===== src/sglf_pkg.sv =====
// Package for the separable Gaussian line filter.
// Holds the default sizes, the field widths, the codes and the job type.
// No dependencies.
package sglf_pkg;

  localparam int unsigned MaxTapsDefault    = 31;
  localparam int unsigned WeightBitsDefault = 16;

  localparam int unsigned HalfWidthBits = 4;
  localparam int unsigned TapIndexBits  = 5;
  localparam int unsigned TapWeightBits = 16;
  localparam int unsigned CompBits      = 8;
  localparam int unsigned CountBits     = 5;
  localparam int unsigned PixelBits     = 4 * CompBits;

  localparam logic [CountBits-1:0] CountMax = '1;
  localparam logic [HalfWidthBits-1:0] HalfWidthReset = 4'd1;

  typedef enum logic {
    OP_LOAD  = 1'b0,
    OP_PIXEL = 1'b1
  } op_e;

  typedef struct packed {
    logic [HalfWidthBits-1:0] offset;
    logic [CountBits-1:0]     count;
    logic                     last;
  } job_t;

  typedef struct packed {
    logic [CompBits-1:0] red;
    logic [CompBits-1:0] green;
    logic [CompBits-1:0] blue;
    logic [CompBits-1:0] alpha;
    logic                done;
  } result_t;

endpackage


===== src/sglf_fifo.sv =====
// Small first-in first-out queue used between the stages of the filter.
// Depends on nothing; the depth must be a power of two.
module sglf_fifo #(
  parameter int unsigned WIDTH = 8,
  parameter int unsigned DEPTH = 2
) (
  input  logic             clk_i,
  input  logic             rst_ni,
  input  logic             wr_i,
  input  logic [WIDTH-1:0] wdata_i,
  input  logic             rd_i,
  output logic [WIDTH-1:0] rdata_o,
  output logic             full_o,
  output logic             empty_o
);

  localparam int unsigned PtrBits = (DEPTH > 1) ? $clog2(DEPTH) : 1;
  localparam int unsigned CntBits = $clog2(DEPTH + 1);

  logic [WIDTH-1:0]   mem [DEPTH];
  logic [PtrBits-1:0] wp_q, rp_q;
  logic [CntBits-1:0] cnt_q;
  logic               do_wr, do_rd;

  assign full_o  = (cnt_q == CntBits'(DEPTH));
  assign empty_o = (cnt_q == '0);
  assign do_wr   = wr_i && !full_o;
  assign do_rd   = rd_i && !empty_o;
  assign rdata_o = mem[rp_q];

  always_ff @(posedge clk_i) begin
    if (do_wr) begin
      mem[wp_q] <= wdata_i;
    end
  end

  always_ff @(posedge clk_i or negedge rst_ni) begin
    if (!rst_ni) begin
      wp_q  <= '0;
      rp_q  <= '0;
      cnt_q <= '0;
    end else begin
      if (do_wr) begin
        wp_q <= wp_q + 1'b1;
      end
      if (do_rd) begin
        rp_q <= rp_q + 1'b1;
      end
      if (do_wr && !do_rd) begin
        cnt_q <= cnt_q + 1'b1;
      end else if (do_rd && !do_wr) begin
        cnt_q <= cnt_q - 1'b1;
      end
    end
  end

endmodule


===== src/sglf_front.sv =====
// Front end of the filter: takes words, stores taps and the pixel window,
// and issues one job per result into the job queue. Uses sglf_pkg.
module sglf_front #(
  parameter int unsigned MAX_TAPS    = sglf_pkg::MaxTapsDefault,
  parameter int unsigned WEIGHT_BITS = sglf_pkg::WeightBitsDefault
) (
  input  logic                                 clk_i,
  input  logic                                 rst_ni,
  input  logic [sglf_pkg::HalfWidthBits-1:0]   half_width_i,
  input  logic                                 accept_i,
  input  logic                                 operation_i,
  input  logic [sglf_pkg::TapIndexBits-1:0]    tap_index_i,
  input  logic [sglf_pkg::TapWeightBits-1:0]   tap_weight_i,
  input  logic [sglf_pkg::PixelBits-1:0]       pixel_i,
  input  logic                                 line_end_i,
  input  logic                                 jq_full_i,
  input  logic                                 jq_empty_i,
  input  logic                                 back_busy_i,
  output logic                                 jq_wr_o,
  output sglf_pkg::job_t                       job_o,
  output logic                                 busy_o,
  output logic [sglf_pkg::PixelBits-1:0]       window_o [MAX_TAPS],
  output logic [WEIGHT_BITS-1:0]               taps_o [MAX_TAPS]
);

  localparam int unsigned IdxBits = $clog2(MAX_TAPS);

  logic [sglf_pkg::PixelBits-1:0]     win_q [MAX_TAPS];
  logic [WEIGHT_BITS-1:0]             tap_q [MAX_TAPS];
  logic [sglf_pkg::CountBits-1:0]     count_q, count_d, jcnt_q;
  logic [sglf_pkg::HalfWidthBits-1:0] dist_q, lo_q;
  logic                               gen_q, last_q, busy_q;
  logic                               take_pixel, take_load, want_job, advance;

  assign take_pixel = accept_i && (operation_i == sglf_pkg::OP_PIXEL);
  assign take_load  = accept_i && (operation_i == sglf_pkg::OP_LOAD);
  assign count_d    = (count_q == sglf_pkg::CountMax) ? count_q : count_q + 1'b1;
  assign want_job   = gen_q && ({1'b0, dist_q} < jcnt_q);
  assign advance    = gen_q && !(want_job && jq_full_i);

  assign jq_wr_o      = want_job && !jq_full_i;
  assign job_o.offset = dist_q;
  assign job_o.count  = jcnt_q;
  assign job_o.last   = last_q && (dist_q == '0);
  assign busy_o       = busy_q;
  assign window_o     = win_q;
  assign taps_o       = tap_q;

  always_ff @(posedge clk_i or negedge rst_ni) begin
    if (!rst_ni) begin
      for (int k = 0; k < MAX_TAPS; k++) begin
        win_q[k] <= '0;
        tap_q[k] <= '0;
      end
      count_q <= '0;
      jcnt_q  <= '0;
      dist_q  <= '0;
      lo_q    <= '0;
      gen_q   <= 1'b0;
      last_q  <= 1'b0;
      busy_q  <= 1'b0;
    end else begin
      if (take_load && ({1'b0, tap_index_i} < 6'(MAX_TAPS))) begin
        tap_q[IdxBits'(tap_index_i)] <= WEIGHT_BITS'(tap_weight_i);
      end
      if (take_pixel) begin
        for (int k = MAX_TAPS - 1; k > 0; k--) begin
          win_q[k] <= win_q[k-1];
        end
        win_q[0] <= pixel_i;
        jcnt_q   <= count_d;
        count_q  <= line_end_i ? '0 : count_d;
        dist_q   <= half_width_i;
        lo_q     <= line_end_i ? '0 : half_width_i;
        last_q   <= line_end_i;
        gen_q    <= 1'b1;
      end else if (advance) begin
        if (dist_q == lo_q) begin
          gen_q <= 1'b0;
        end else begin
          dist_q <= dist_q - 1'b1;
        end
      end
      busy_q <= take_pixel || gen_q || !jq_empty_i || back_busy_i;
    end
  end

endmodule


===== src/sglf_back.sv =====
// Back end of the filter: one multiply-accumulate pass over the kernel per
// job, then rounding and saturation into the result queue. Uses sglf_pkg.
module sglf_back #(
  parameter int unsigned MAX_TAPS    = sglf_pkg::MaxTapsDefault,
  parameter int unsigned WEIGHT_BITS = sglf_pkg::WeightBitsDefault
) (
  input  logic                               clk_i,
  input  logic                               rst_ni,
  input  logic [sglf_pkg::HalfWidthBits-1:0] half_width_i,
  input  logic                               jq_empty_i,
  input  sglf_pkg::job_t                     job_i,
  output logic                               jq_rd_o,
  input  logic [sglf_pkg::PixelBits-1:0]     window_i [MAX_TAPS],
  input  logic [WEIGHT_BITS-1:0]             taps_i [MAX_TAPS],
  input  logic                               rq_full_i,
  output logic                               rq_wr_o,
  output sglf_pkg::result_t                  result_o,
  output logic                               busy_o
);

  localparam int unsigned IdxBits  = $clog2(MAX_TAPS);
  localparam int unsigned ProdBits = sglf_pkg::CompBits + WEIGHT_BITS;
  localparam int unsigned AccBits  = ProdBits + 5;
  localparam int unsigned RndBits  = AccBits - WEIGHT_BITS;

  typedef enum logic [2:0] {
    ST_IDLE = 3'b001,
    ST_MAC  = 3'b010,
    ST_EMIT = 3'b100
  } state_e;

  state_e                 state_q;
  sglf_pkg::job_t         job_q;
  logic [4:0]             i_q, len, reach, age;
  logic                   use_tap;
  logic [ProdBits-1:0]    prod_d [3];
  logic [ProdBits-1:0]    prod_q [3];
  logic [AccBits-1:0]     acc_q [3];
  logic [AccBits-1:0]     rnd [3];
  logic [sglf_pkg::CompBits-1:0] sat [3];
  logic [sglf_pkg::PixelBits-1:0] px, cpx;
  logic [WEIGHT_BITS-1:0] wt;

  assign len     = {half_width_i, 1'b1};
  assign reach   = 5'(job_q.offset) + 5'(half_width_i);
  assign age     = reach - i_q;
  assign use_tap = (i_q < len) && (i_q <= reach) && (age < job_q.count)
                   && ({1'b0, age} < 6'(MAX_TAPS)) && ({1'b0, i_q} < 6'(MAX_TAPS));
  assign px      = window_i[IdxBits'(age)];
  assign wt      = taps_i[IdxBits'(i_q)];
  assign cpx     = window_i[IdxBits'(job_q.offset)];

  always_comb begin
    for (int c = 0; c < 3; c++) begin
      prod_d[c] = use_tap ? ProdBits'(px[c*8 +: 8]) * ProdBits'(wt) : '0;
      rnd[c]    = acc_q[c] + (AccBits'(1) << (WEIGHT_BITS - 1));
      sat[c]    = (rnd[c][AccBits-1:WEIGHT_BITS] > RndBits'(255)) ? 8'hFF
                  : rnd[c][WEIGHT_BITS +: 8];
    end
  end

  assign jq_rd_o         = (state_q == ST_IDLE) && !jq_empty_i;
  assign rq_wr_o         = (state_q == ST_EMIT) && !rq_full_i;
  assign busy_o          = (state_q != ST_IDLE);
  assign result_o.red    = sat[0];
  assign result_o.green  = sat[1];
  assign result_o.blue   = sat[2];
  assign result_o.alpha  = ({1'b0, job_q.offset} < 5'(MAX_TAPS)) ? cpx[31:24] : '0;
  assign result_o.done   = job_q.last;

  always_ff @(posedge clk_i) begin
    if (jq_rd_o) begin
      job_q <= job_i;
    end
    if (state_q == ST_IDLE) begin
      for (int c = 0; c < 3; c++) begin
        acc_q[c]  <= '0;
        prod_q[c] <= '0;
      end
    end else if (state_q == ST_MAC) begin
      for (int c = 0; c < 3; c++) begin
        acc_q[c]  <= acc_q[c] + AccBits'(prod_q[c]);
        prod_q[c] <= prod_d[c];
      end
    end
  end

  always_ff @(posedge clk_i or negedge rst_ni) begin
    if (!rst_ni) begin
      state_q <= ST_IDLE;
      i_q     <= '0;
    end else begin
      case (state_q)
        ST_IDLE: begin
          i_q <= '0;
          if (jq_rd_o) begin
            state_q <= ST_MAC;
          end
        end
        ST_MAC: begin
          i_q <= i_q + 1'b1;
          if (i_q == len) begin
            state_q <= ST_EMIT;
          end
        end
        ST_EMIT: begin
          if (rq_wr_o) begin
            state_q <= ST_IDLE;
          end
        end
        default: state_q <= ST_IDLE;
      endcase
    end
  end

endmodule


===== src/separable_gaussian_line_filter_unit.sv =====
// Top level of the separable Gaussian line filter.
// Uses sglf_pkg, sglf_front, sglf_back and sglf_fifo.
//
// Input channel: a word is taken on a rising edge with push high and full low.
// A load word writes one tap weight; a pixel word enters the line window and
// causes up to sixteen results, one for each centre that becomes complete.
// Result channel: while empty is low the oldest result is on the output
// ports; it is taken on a rising edge with pop high.
// Configuration: half_width is written through cfg_valid_i and cfg_ready_o;
// the user must write it only while the block is idle, and the block itself
// does not enforce this; cfg_ready_o is always high. A load word does not
// hold full high. A pixel word holds full high until all its results sit in
// the result queue; they are computed one at a time in the single
// multiply-accumulate engine.
// Reset clears the tap store, the window, the line count and both queues,
// and sets half_width to 1. When the receiver stalls, the result queue fills,
// the engine waits and full stays high; no result is lost.
module separable_gaussian_line_filter_unit #(
  parameter int unsigned MAX_TAPS    = sglf_pkg::MaxTapsDefault,
  parameter int unsigned WEIGHT_BITS = sglf_pkg::WeightBitsDefault
) (
  input  logic                             clk_i,
  input  logic                             rst_ni,
  input  logic                             cfg_valid_i,
  output logic                             cfg_ready_o,
  input  logic [sglf_pkg::HalfWidthBits-1:0] cfg_data_i,
  input  logic                             push,
  output logic                             full,
  input  logic                             operation_i,
  input  logic [sglf_pkg::TapIndexBits-1:0]  tap_index_i,
  input  logic [sglf_pkg::TapWeightBits-1:0] tap_weight_i,
  input  logic [7:0]                       in_red_i,
  input  logic [7:0]                       in_green_i,
  input  logic [7:0]                       in_blue_i,
  input  logic [7:0]                       in_alpha_i,
  input  logic                             line_end_i,
  output logic                             empty,
  input  logic                             pop,
  output logic [7:0]                       out_red_o,
  output logic [7:0]                       out_green_o,
  output logic [7:0]                       out_blue_o,
  output logic [7:0]                       out_alpha_o,
  output logic                             line_done_o
);

  localparam int unsigned JobBits = $bits(sglf_pkg::job_t);
  localparam int unsigned ResBits = $bits(sglf_pkg::result_t);

  logic [sglf_pkg::HalfWidthBits-1:0] hw_q;
  logic [sglf_pkg::PixelBits-1:0]     window [MAX_TAPS];
  logic [WEIGHT_BITS-1:0]             taps [MAX_TAPS];
  logic                               busy, back_busy, accept;
  logic                               jq_wr, jq_rd, jq_full, jq_empty;
  logic                               rq_wr, rq_full;
  sglf_pkg::job_t                     job_in, job_out;
  sglf_pkg::result_t                  res_in, res_out;

  assign cfg_ready_o = 1'b1;
  assign full        = busy;
  assign accept      = push && !busy;

  always_ff @(posedge clk_i or negedge rst_ni) begin
    if (!rst_ni) begin
      hw_q <= sglf_pkg::HalfWidthReset;
    end else if (cfg_valid_i) begin
      hw_q <= cfg_data_i;
    end
  end

  sglf_front #(.MAX_TAPS(MAX_TAPS), .WEIGHT_BITS(WEIGHT_BITS)) u_front (
    .clk_i        (clk_i),
    .rst_ni       (rst_ni),
    .half_width_i (hw_q),
    .accept_i     (accept),
    .operation_i  (operation_i),
    .tap_index_i  (tap_index_i),
    .tap_weight_i (tap_weight_i),
    .pixel_i      ({in_alpha_i, in_blue_i, in_green_i, in_red_i}),
    .line_end_i   (line_end_i),
    .jq_full_i    (jq_full),
    .jq_empty_i   (jq_empty),
    .back_busy_i  (back_busy),
    .jq_wr_o      (jq_wr),
    .job_o        (job_in),
    .busy_o       (busy),
    .window_o     (window),
    .taps_o       (taps)
  );

  sglf_fifo #(.WIDTH(JobBits), .DEPTH(2)) u_job_queue (
    .clk_i   (clk_i),
    .rst_ni  (rst_ni),
    .wr_i    (jq_wr),
    .wdata_i (job_in),
    .rd_i    (jq_rd),
    .rdata_o (job_out),
    .full_o  (jq_full),
    .empty_o (jq_empty)
  );

  sglf_back #(.MAX_TAPS(MAX_TAPS), .WEIGHT_BITS(WEIGHT_BITS)) u_back (
    .clk_i        (clk_i),
    .rst_ni       (rst_ni),
    .half_width_i (hw_q),
    .jq_empty_i   (jq_empty),
    .job_i        (job_out),
    .jq_rd_o      (jq_rd),
    .window_i     (window),
    .taps_i       (taps),
    .rq_full_i    (rq_full),
    .rq_wr_o      (rq_wr),
    .result_o     (res_in),
    .busy_o       (back_busy)
  );

  sglf_fifo #(.WIDTH(ResBits), .DEPTH(4)) u_result_queue (
    .clk_i   (clk_i),
    .rst_ni  (rst_ni),
    .wr_i    (rq_wr),
    .wdata_i (res_in),
    .rd_i    (pop),
    .rdata_o (res_out),
    .full_o  (rq_full),
    .empty_o (empty)
  );

  assign out_red_o   = res_out.red;
  assign out_green_o = res_out.green;
  assign out_blue_o  = res_out.blue;
  assign out_alpha_o = res_out.alpha;
  assign line_done_o = res_out.done;

endmodule


===== config.mk =====
export PLATFORM = sky130hd
export DESIGN_NAME = separable_gaussian_line_filter_unit
export DESIGN_NICKNAME = d
export VERILOG_FILES = /design/src/sglf_pkg.sv /design/src/sglf_fifo.sv /design/src/sglf_front.sv /design/src/sglf_back.sv /design/src/separable_gaussian_line_filter_unit.sv
export SDC_FILE = /design/constraint.sdc
export NUM_CORES = 2
export LEC_CHECK = 0
export CORE_MARGIN = 4
export CORE_UTILIZATION = 55
export DETAILED_ROUTE_END_ITERATION = 10
export DONT_BUFFER_PORTS = 1
export HOLD_SLACK_MARGIN = 0.12
export PLACE_DENSITY = 0.67
export SETUP_SLACK_MARGIN = 0.2
export SYNTH_ARGS = -nofsm -noshare
export SYNTH_HDL_FRONTEND = slang
export SYNTH_SLANG_ARGS = --single-unit

===== constraint.sdc =====
create_clock -name clk_i -period 9.5 [get_ports clk_i]
set_input_delay 1.9 -clock clk_i [delete_from_list [all_inputs] [get_ports clk_i]]
set_output_delay 1.9 -clock clk_i [all_outputs]
set_load 0.01 [all_outputs]

==> results by group <==
Power
  – Leak: 48.9 nW
  – Total chip power: 26.6 mW
  – PwrDens: 266 nW/um2
  – Maximum VDD drop: ~530 uV

Cells and area
  – Fillers: 13,100
  – Storage cell area: 45,000 um2
  – Non-Filler Instances: ~11,000
  – Nets: 8,891
  – Area growth from synthesis to layout: 8.61%
  – Final core utilization: 60.4%
  – Most frequent cells in the layout: nand2_1, dfrtp_1, nor2_1
  – Layout cells sized above 1: between 10% and 20%
  – Area of the multi-input gates: 43,800 um2
  – Commonest non-fill, non-tap cell in the layout: nand2_1

Yosys
  – Number of synthesized flops with an enable pin: 321
  – Largest family of logic cells by synthesized area: multiplexers
  – Simple-gate share of the synthesized area: 15.9%
  – Synth Register Bits: 1,733
  – Cells after Synth: between 8,000 and 9,000
  – Synth unique cells: 84
  – Post-synth top area share: roughly two fifths
  – Post-Syn Nets: around 9,000
  – Compound-Gate Fraction of Synth Area: slightly above 4%
  – Cell area after synthesis: 92,100 um2
  – Leading area contributor after synthesis: dfrtp_1
  – Synth Flop Type: dfrtp_1
  – Synth Area in Adders: 8.83%
  – Mux contribution to synthesized area: 17.3%
  – Ys async rst share: 81.5%
  – Post-Syn Area per Cell: 10.8 um2
  – Leading post-synthesis cells by cell area: dfrtp_1, nand2_1, edfxtp_1
  – Post-synthesis xor/xnor area fraction: roughly 1.2%
  – Yosys warns: 0
  – Sequential fraction of the synthesis area: between 40 and 50%

STA
  – Clock Skew: between 0.03 and 0.04 ns
  – Final period util: between 90 and 100%
  – Final setup TNS: 0 ns
  – Worst rel slew slack: 5.18%
  – RSZ-0062 raised after global routing: false
  – Min setup slack post-route: between 0.5 and 0.6 ns
  – Slew Viols, Final: 0
  – Final Hold Fails: 0
  – Peak Freq: 112 MHz
  – Tmin final: approximately 9 ns
  – Worst slew pin tran: 1.42 ns
  – Final setup vio count: 0

GRT
  – GRT overflow: 0
  – Gr usage total: 24.7%
  – Initial antenna violation count: 10
  – Vias in the first global route: 61,300
  – Largest net degree at the start of global routing: about 280
  – First-pass GRT wire length: 342 mm

Floorplan
  – Initial Utilization: 55.6%
  – Die Height: ~420 um
  – Die Width: 417 um
  – Core box area: 166,000 um2
  – Number of core rows: 149
  – I/O pins: 100
  – Die area: 174,000 um2

Clocking
  – Clock sink count: 1,733
  – Cts bufs inserted: 182
  – Post-CTS setup buffer count: 0
  – Max Root-Sink Buffers: 3
  – H-tree Lvls: 4
  – CTS tree: yes
  – CTS root buffer: clkbuf_16
  – Clk slew on worst S/H paths: ~0.06 ns
  – Insertion delay to the later sink of the worst-skew pair: around 0.83 ns

Setup path
  – CP bufs+invs: 4
  – Arr. time, crit path: roughly 9.5 ns
  – CP Capture Type: register
  – CP required: 10.06 ns
  – Slowest library cell on the worst path: fa_4
  – Largest fanout on the critical path: 53
  – Worst setup SP type: register
  – Max incr delay on CP: 1.11 ns
  – Cell mode on critical path: fa_1
  – CP Class: register to register
  – Crit path max-delay family: adder cells

Placement
  – Post-place setup slack: 0.380 ns
  – Buffers on Ports: 0
  – GP Congestion: 0.863
  – Placed cells: approximately 10,000
  – HPWL after DPL: 137 mm

Job
  – MaxCap Viol Count: 0

Detailed routing
  – Wirelength, routed: 212 mm
  – Post-DR wirelength/cell: 19.9 um
  – DRT antenna net count: 0
  – DR iter-0 viols: 5,137
  – DRC Markers: 0
  – Via count: ~61,000
  – Routed vias/inst: roughly 5.7
  – Drt pass-1 iters: 6

Outcome
  – Outcome: finished, final reports clean

Worst hold path
  – Worst min-delay path category: register to register
## synthesized netlist by cell type, types with 34 or more instances
master / n
clkbuf_1: 347
o21ai_0: 169
a21oi_1: 119
edfxtp_1: 321
nand2_1: 2817
a21o_1: 75
or2_1: 51
nor2_1: 539
ha_1: 237
xnor2_1: 68
dfrtp_1: 1410
xor2_1: 59
nand3_1: 46
inv_1: 353
nand2b_1: 34
mux2_2: 532
buf_2: 109
fa_1: 258
mux2i_1: 99
mux4_2: 386
nor3_1: 52
## stage by stage
step / area [um2] / hold slack (ns)
after floorplan: 92100 / 0.439
after global placement: 93900 / 0.454
after detailed placement: 93900 / 0.455
after CTS: 100000 / 0.461
after global routing: 100000 / 0.493
final: 100000 / 0.468
## worst reg2reg max path: stages, from the launching register on
cell     delay [ns]
dfstp_2        0.53
ha_1           0.16
inv_1          0.06
fa_1           0.48
fa_4           1.11
buf_12         0.41
mux2_2         0.40
nand2_1        0.06
o21ai_0        0.08
mux4_2         0.47
mux2i_1        0.61
nor2_1         0.17
fa_1           0.60
fa_1           0.44
fa_1           0.51
inv_1          0.05
fa_1           0.53
inv_1          0.06
ha_1           0.35
a21o_1         0.24
or3_1          0.31
o221a_2        0.26
a21bo_2        0.25
a311o_1        0.36
xnor2_1        0.17
nor2_1         0.05
## cell type report
class | count | share of cell area [%]
flip-flops and latches | 1733 | 45.0
repair buffers | 112 | 1.09
diodes | 5 | 0.0125
clock buffers | 280 | 5.44
multi-input cells | 5946 | 43.7
inverters | 357 | 1.34
well taps | 2189 | 2.74
clock inverters | 57 | 0.665
## cells by family after synthesis
logic type,Yosys count
and+or+nand+nor,3697
DFF,1733
muxes,1029
buffers and inverters,859
AOI/OAI and AO/OA,596
adders and majority gates,495
xor gates and xnor gates,128
other,1
## sequential cells by signal, indices dropped and copies added, names as in the netlist, 5 cells and up
register and count:
u_back.job_q 9, u_front.count_q 5, u_front.taps_o 496, u_back.i_q 5, u_job_queue.mem 20, u_result_queue.mem 132, u_front.jcnt_q 5, u_back.prod_q 72
u_back.acc_q 87, u_front.window_o 872
## per-layer routing
metal  vias to the layer above  part of all wire (%)  track usage [%]
met3                       312                   5.7             4.35
li1                      28200                     -                -
met4                         6                   2.8             7.75
met5                         -                 0.019                0
met2                      1502                    47             39.0
met1                     30900                    45             35.3
## where the power goes
part	switching [mW]	internal [mW]	total (mW)
clock	2.99	4.18	7.17
combinational	6.39	3.75	10.1
sequential	0.699	8.62	9.32
## final timing paths
kind / start / to / slack (ns) / cells past startpoint
worst max-delay path: hw_q[0] / u_back.prod_q[0][71] / 0.54 / 25
worst min-delay path: u_front.window_o[429] / u_front.window_o[397] / 0.47 / 2
worst max register to register: hw_q[0] / u_back.prod_q[0][71] / 0.54 / 25
worst min register to register: u_front.window_o[429] / u_front.window_o[397] / 0.47 / 2
max in group asynchronous: rst_ni / u_front.window_o[983] / 6.35 / 3
min in group asynchronous: rst_ni / u_front.taps_o[264] / 1.01 / 1
## repair_timing
action | in CTS | in global routing
setup endpoints to repair | 0 | 1
hold buffers | 0 | 0
resized for setup | 0 | 2
No activity file was read; power rests on OpenSTA's default activity.
